### src/rtl/vfb_pkg.sv
// ----------------------------------------------------------------------------
// vfb_pkg
// Types, constants and helpers for the segmented vector ARMA filter.
// ----------------------------------------------------------------------------
package vfb_pkg;

    localparam int CHANNELS  = 2;
    localparam int SLOTS     = 2;
    localparam int MAX_LAG   = 8;
    localparam int SEGMENTS  = 4;
    localparam int FRAC_BITS = 16;
    localparam int ACC_W     = 52;

    localparam logic [1:0] OP_COEF    = 2'd0;
    localparam logic [1:0] OP_SAMPLE  = 2'd1;
    localparam logic [1:0] OP_RESTART = 2'd2;

    localparam logic [2:0] REG_AR_LAG_A = 3'd0;
    localparam logic [2:0] REG_AR_LAG_B = 3'd1;
    localparam logic [2:0] REG_MA_LAG_A = 3'd2;
    localparam logic [2:0] REG_MA_LAG_B = 3'd3;
    localparam logic [2:0] REG_SEG_CNT  = 3'd4;
    localparam logic [2:0] REG_BP1      = 3'd5;
    localparam logic [2:0] REG_BP2      = 3'd6;
    localparam logic [2:0] REG_BP3      = 3'd7;

    typedef struct packed {
        logic [1:0]         opcode;
        logic signed [31:0] noise_0;
        logic signed [31:0] noise_1;
        logic               coef_bank;
        logic [1:0]         coef_segment;
        logic               coef_slot;
        logic               coef_row;
        logic               coef_col;
        logic signed [31:0] coef_value;
    } in_item_t;

    typedef struct packed {
        logic signed [31:0] series_0;
        logic signed [31:0] series_1;
        logic [1:0]         segment;
        logic               saturated;
    } out_item_t;

    typedef enum logic [2:0] {
        ST_IDLE,
        ST_SETUP,
        ST_MAC,
        ST_SAT,
        ST_WRITE
    } state_t;

    // MAC unit control
    typedef struct packed {
        logic               clear;
        logic               enable;
        logic               negate;
        logic signed [31:0] init;
    } mac_ctl_t;

    function automatic logic [3:0] clamp_lag(input logic [3:0] l);
        return (l > 4'(MAX_LAG)) ? 4'(MAX_LAG) : l;
    endfunction

endpackage

### src/rtl/vfb_mac.sv
// ----------------------------------------------------------------------------
// vfb_mac
// Shared multiply-accumulate: registered product, rounded Q.F, wide sum.
// ----------------------------------------------------------------------------
module vfb_mac
    import vfb_pkg::*;
(
    input  logic                    clk,
    input  logic                    rst_n,
    input  mac_ctl_t                ctl,
    input  logic signed [31:0]      a,
    input  logic signed [31:0]      b,
    output logic signed [ACC_W-1:0] acc
);

    logic signed [63:0]      prod_reg;
    logic                    pvalid_reg;
    logic                    pneg_reg;
    logic signed [63:0]      rnd;
    logic signed [ACC_W-1:0] term;
    logic signed [ACC_W-1:0] acc_reg;

    always_comb
    begin
        rnd  = prod_reg + (64'sd1 <<< (FRAC_BITS - 1));
        term = ACC_W'(rnd >>> FRAC_BITS);
    end

    always_ff @(posedge clk)
    begin
        prod_reg <= a * b;
        pneg_reg <= ctl.negate;
    end

    always_ff @(posedge clk or negedge rst_n)
    begin
        if (!rst_n)
        begin
            pvalid_reg <= 1'b0;
            acc_reg    <= '0;
        end
        else
        begin
            pvalid_reg <= ctl.enable;
            if (ctl.clear)
                acc_reg <= ACC_W'($signed(ctl.init));
            else if (pvalid_reg)
                acc_reg <= pneg_reg ? acc_reg - term : acc_reg + term;
        end
    end

    assign acc = acc_reg;

endmodule

### config.mk
export PLATFORM = sky130hd
export DESIGN_NAME = vfb_mac
export DESIGN_NICKNAME = d
export VERILOG_FILES = /design/src/rtl/vfb_pkg.sv /design/src/rtl/vfb_mac.sv
export SDC_FILE = /design/constraint.sdc
export NUM_CORES = 2
export LEC_CHECK = 0
export CORE_MARGIN = 2
export CORE_UTILIZATION = 60
export DETAILED_ROUTE_END_ITERATION = 8
export DONT_BUFFER_PORTS = 1
export PLACE_DENSITY = 0.77
export SYNTH_ARGS = -nofsm -noshare
export SYNTH_HDL_FRONTEND = slang
export SYNTH_SLANG_ARGS = --single-unit
### constraint.sdc
create_clock -name clk -period 11.3 [get_ports clk]
set_input_delay 0.565 -clock clk [delete_from_list [all_inputs] [get_ports clk]]
set_output_delay 0.565 -clock clk [all_outputs]
set_load 0.1 [all_outputs]
[Yosys cells after proc, flatten, opt, wreduce, memory -nomap -nowiden]
Cells that the tools add are included.
Storage, ports and cells
  register bits: 118
  bits of input ports: 101
  output and inout port bits: 52
  logic and storage cells: 12
Operators by class
  $add $sub $neg: 3
  $mul: 1
  muxes and demuxes: 3
  reduce and logical (&&, ||, !) cells: 1
Operators with widths (number)
  52-bit two-way mux: 3
  64-bit by 17-bit adder with 64-bit output (second input constant): 1
  32-bit by 32-bit multiplier with 64-bit output: 1
  52-bit by 48-bit adder with 52-bit output: 1
  52-bit by 48-bit subtractor with 52-bit output: 1
  2-bit nonzero test: 1

[Depth between registers and ports, before layout]
  word-level depth: 5
  mapped depth: 29
  depth with buffers taken out: 28

[Worst setup path before layout]
OpenSTA, ideal clock, no wires.
  path type: input port to flip-flop
  from: input a[31]
  to: register prod_reg[62]
  setup time: 123 ps
  arrival: 7593 ps
  data required time: 11177 ps
  slack: 3584 ps
  cell stages on the path: 29
  path buffers: 1
  cells stage by stage: clkbuf_1 nand2_1 inv_1 fa_1 inv_1 fa_1 inv_1 fa_1 fa_1 inv_1 fa_1 inv_1 fa_1 fa_1 inv_1 fa_1 inv_1 ha_1 a21oi_1 nor2_1 nor2_1 o21bai_1 nand2_1 o21ai_0 inv_1 nand2_1 a311oi_1 o21bai_1 xor2_1
Between the ends
  cells in the longest elaborated chain, start to end: 1
RTL lines
  from (decl): line vfb_mac.sv:11  | input logic signed [31:0] a,
  32-bit by 32-bit multiplier with 64-bit output: line vfb_mac.sv:31  | prod_reg <= a * b;
  to (signal assigned): line vfb_mac.sv:31
  to (decl): line vfb_mac.sv:16  | logic signed [63:0] prod_reg;
No other way between the ends.
A chain may end at the register's enable or synchronous reset.

[Worst setup path in the final report]
Ends and elaborated chain as after synthesis.

==> metrics.yaml <==
clk_latency_ns: 0.36
ant_nets: 0
num_vias: 32650
synth_fp_nets: 6303
cts_tree: "done"
ios: 153
overflow: 0
drv_cap: 0
grt_usage_pct: 32.52
cp-startpoint: "a[31]"
synth_area_leaders: "fa_1 49%, inv_1 8.5%, and2_1 7.3%, ha_1 6.6%, nand2_1 5.1%"
setup_ws_ns: 3.500
grt_pass1_wl_um: 191100
ys_ff_latch: 103
ctsHtreeMaxLevel: 3
r2r-end: "acc[51]"
clkSlewWorstSetupHoldPaths_ns: 0.07
cp-end-kind: "register"
ctsResizeCount: 0
grt_start_max_net_pins: 91
synth_edf_count: 0
path_class: "in -> reg"
worst_slew_pin_slew_ns: 1.113
async_reset_ff_share_pct: 51.46
cp-start-kind: "input port"
largest_register_ffs: 52
timing.final.crit_share_pct: 69.02
drv_slew: 0
port_buffers: 0
holdCritPathClass: "in -> async"
reg2reg_from: "prod_reg[15]"
post-cts-setup-buffers: 0
reg2reg_depth: 20
first_iter_violations: 2400
die-area_um2: 76050
synth_flop_cell: "dfrtp_1"
crit_required_ns: 11.54
place_ws_ns: 3.110
worstPathMaxFanout: 32
wl_um: 118400
clock_sinks: 103
final_nets: 6071
drc: 44
core_um2: 73080
numCtsBuffers: 9
setup_viol: 0
antenna_found_initial: 2
fin_skew_ns: 0.01178
netlist_area_um2: 44310
place_area_um2: 44520
detail_route.wl_per_cell_um: 21.07
ctsHoldBuffers: 1
dp_hpwl_um: 92470
fin_area_um2: 44820
clockBufferDepth: 2
grt_pass1_vias: 34900
drtPass1Iterations: 7
netlist.area_leader.share_pct: 48.88
syn_to_final_growth_pct: 1.152
gp_congestion: 0.9245
ys_types: 81
die_h_um: 275.8
hold_viol: 0
avgSynthCellArea_um2: 9.068
reg2reg_slack_ns: 4.19
cts_root_buffer: "clkbuf_16"
placement_rows: 99
fmax_ghz: 0.1282
rsz0062_at_grt: "no"
start_util_pct: 60.64
drive_above_1_share_pct: 1.352
yosysTopAreaCell: "fa_1"
yosys_warnings: 0
synthCells: 4887
max_slew_margin_pct: 25.12
violations: "design-rule violations"
critPathArrivalTime_ns: 8.04
vias_per_cell: 5.810
fin_setup_tns_ns: 0
die_x_um: 275.8
outcome: "finished with violations"
seq_area_frac_synth_pct: 5.252
fin_crit_ns: 7.800
cell type report:
class / instances / area, um^2
well taps: 959 / 1200
inverters: 1008 / 3784
clock inverters: 7 / 48.80
diodes: 1 / 2.502
flip-flops and latches: 103 / 2328
clock buffers: 9 / 225.2
fillers: 6121 / 28260
multi-input cells: 3524 / 37150
repair buffers: 9 / 87.58
per-stage QoR:
stage,std cells,util (%),hold WS [ns]
global route,5619,61.33,0.07746
detailed placement,5602,60.92,0.2705
floorplan,4887,-,0.2694
finish,5620,61.33,0.06550
CTS,5619,61.33,0.06302
global placement,5602,60.92,0.2704
synthesized netlist by cell type (4+ instances only):
| cell type | n |
|---|---|
| a211o_1 | 4 |
| a211oi_1 | 18 |
| a21o_1 | 41 |
| a21oi_1 | 154 |
| a221o_1 | 4 |
| a31oi_1 | 17 |
| and2_1 | 517 |
| and3_1 | 16 |
| and4_1 | 11 |
| and4_2 | 5 |
| buf_1 | 4 |
| buf_2 | 4 |
| clkbuf_1 | 230 |
| clkbuf_8 | 7 |
| dfrtp_1 | 53 |
| dfxtp_1 | 50 |
| fa_1 | 1082 |
| ha_1 | 233 |
| inv_1 | 1007 |
| mux2i_1 | 23 |
| nand2_1 | 604 |
| nand2b_1 | 25 |
| nand3_1 | 51 |
| nand3b_1 | 4 |
| nand4_1 | 45 |
| nand4b_1 | 4 |
| nor2_1 | 137 |
| nor2b_1 | 42 |
| nor3_1 | 31 |
| nor4_1 | 7 |
| nor4_2 | 5 |
| nor4b_1 | 4 |
| o211ai_1 | 4 |
| o21a_1 | 14 |
| o21ai_0 | 104 |
| o21bai_1 | 30 |
| o221ai_1 | 5 |
| o22ai_1 | 4 |
| o31ai_1 | 9 |
| or2_2 | 8 |
| or3_1 | 10 |
| or4_1 | 7 |
| xnor2_1 | 115 |
| xor2_1 | 74 |
cells by family after synthesis:
kind of cell | count (synthesis) | synth area share, %
AND/OR/NAND/NOR | 1546 | 17.78
multiplexers | 24 | 0.5449
adder cells (fa/ha/maj) | 1315 | 55.46
XOR/XNOR | 189 | 3.735
flip-flops | 103 | 5.252
buffers and inverters | 1260 | 10.92
AO/OA/AOI/OAI | 450 | 6.311
metal layers:
metal / track usage, % / part of all wire [%] / up-vias
li1: - / - / 14170
met1: 45.36 / 41 / 16470
met2: 50.22 / 44 / 1755
met3: 9.256 / 12 / 250
met4: 8.772 / 2.9 / 4
met5: 0 / 0.023 / -
critical path, stage by stage:
cell and delay [ns]:
nand2_1 0.09, inv_1 0.10, fa_1 0.61, fa_1 0.47, fa_1 0.91, fa_1 0.95
inv_1 0.29, fa_1 0.57, inv_1 0.05, fa_1 0.48, fa_1 0.49, inv_1 0.05
fa_1 0.49, inv_1 0.04, ha_1 0.34, a21oi_1 0.18, nor2_1 0.05, nor2_1 0.08
o21bai_1 0.08, nand2_1 0.07, o21ai_0 0.07, inv_1 0.08, nand2_1 0.13, a311oi_1 0.47
o21bai_1 0.13, xor2_1 0.15
cell usage in the layout (no fill, tap or decap), types with 31 or more instances in the layout:
cell | Yosys | routed
a21o_1 | 41 | 41
a21oi_1 | 154 | 154
and2_1 | 517 | 517
dfrtp_1 | 53 | 52
dfxtp_1 | 50 | 50
fa_1 | 1082 | 1082
ha_1 | 233 | 233
inv_1 | 1007 | 1007
nand2_1 | 604 | 604
nand3_1 | 51 | 51
nand4_1 | 45 | 45
nor2_1 | 137 | 137
nor2b_1 | 42 | 42
nor3_1 | 31 | 31
o21ai_0 | 104 | 104
xnor2_1 | 115 | 115
xor2_1 | 74 | 74
how the worst max path moves through the flow:
stage	end	slack, ns	depth (start not counted)
6_report	prod_reg[62]	3.50	26
5_1_grt	prod_reg[63]	2.93	24
4_1_cts	prod_reg[62]	3.46	26
3_5_place_dp	prod_reg[62]	3.11	26
3_3_place_gp	prod_reg[63]	3.16	24
2_1_floorplan	prod_reg[62]	3.58	29
Power is left out: the tool's default activity adds up to more than one toggle a clock period on the data nets, which glitch-free logic cannot reach.
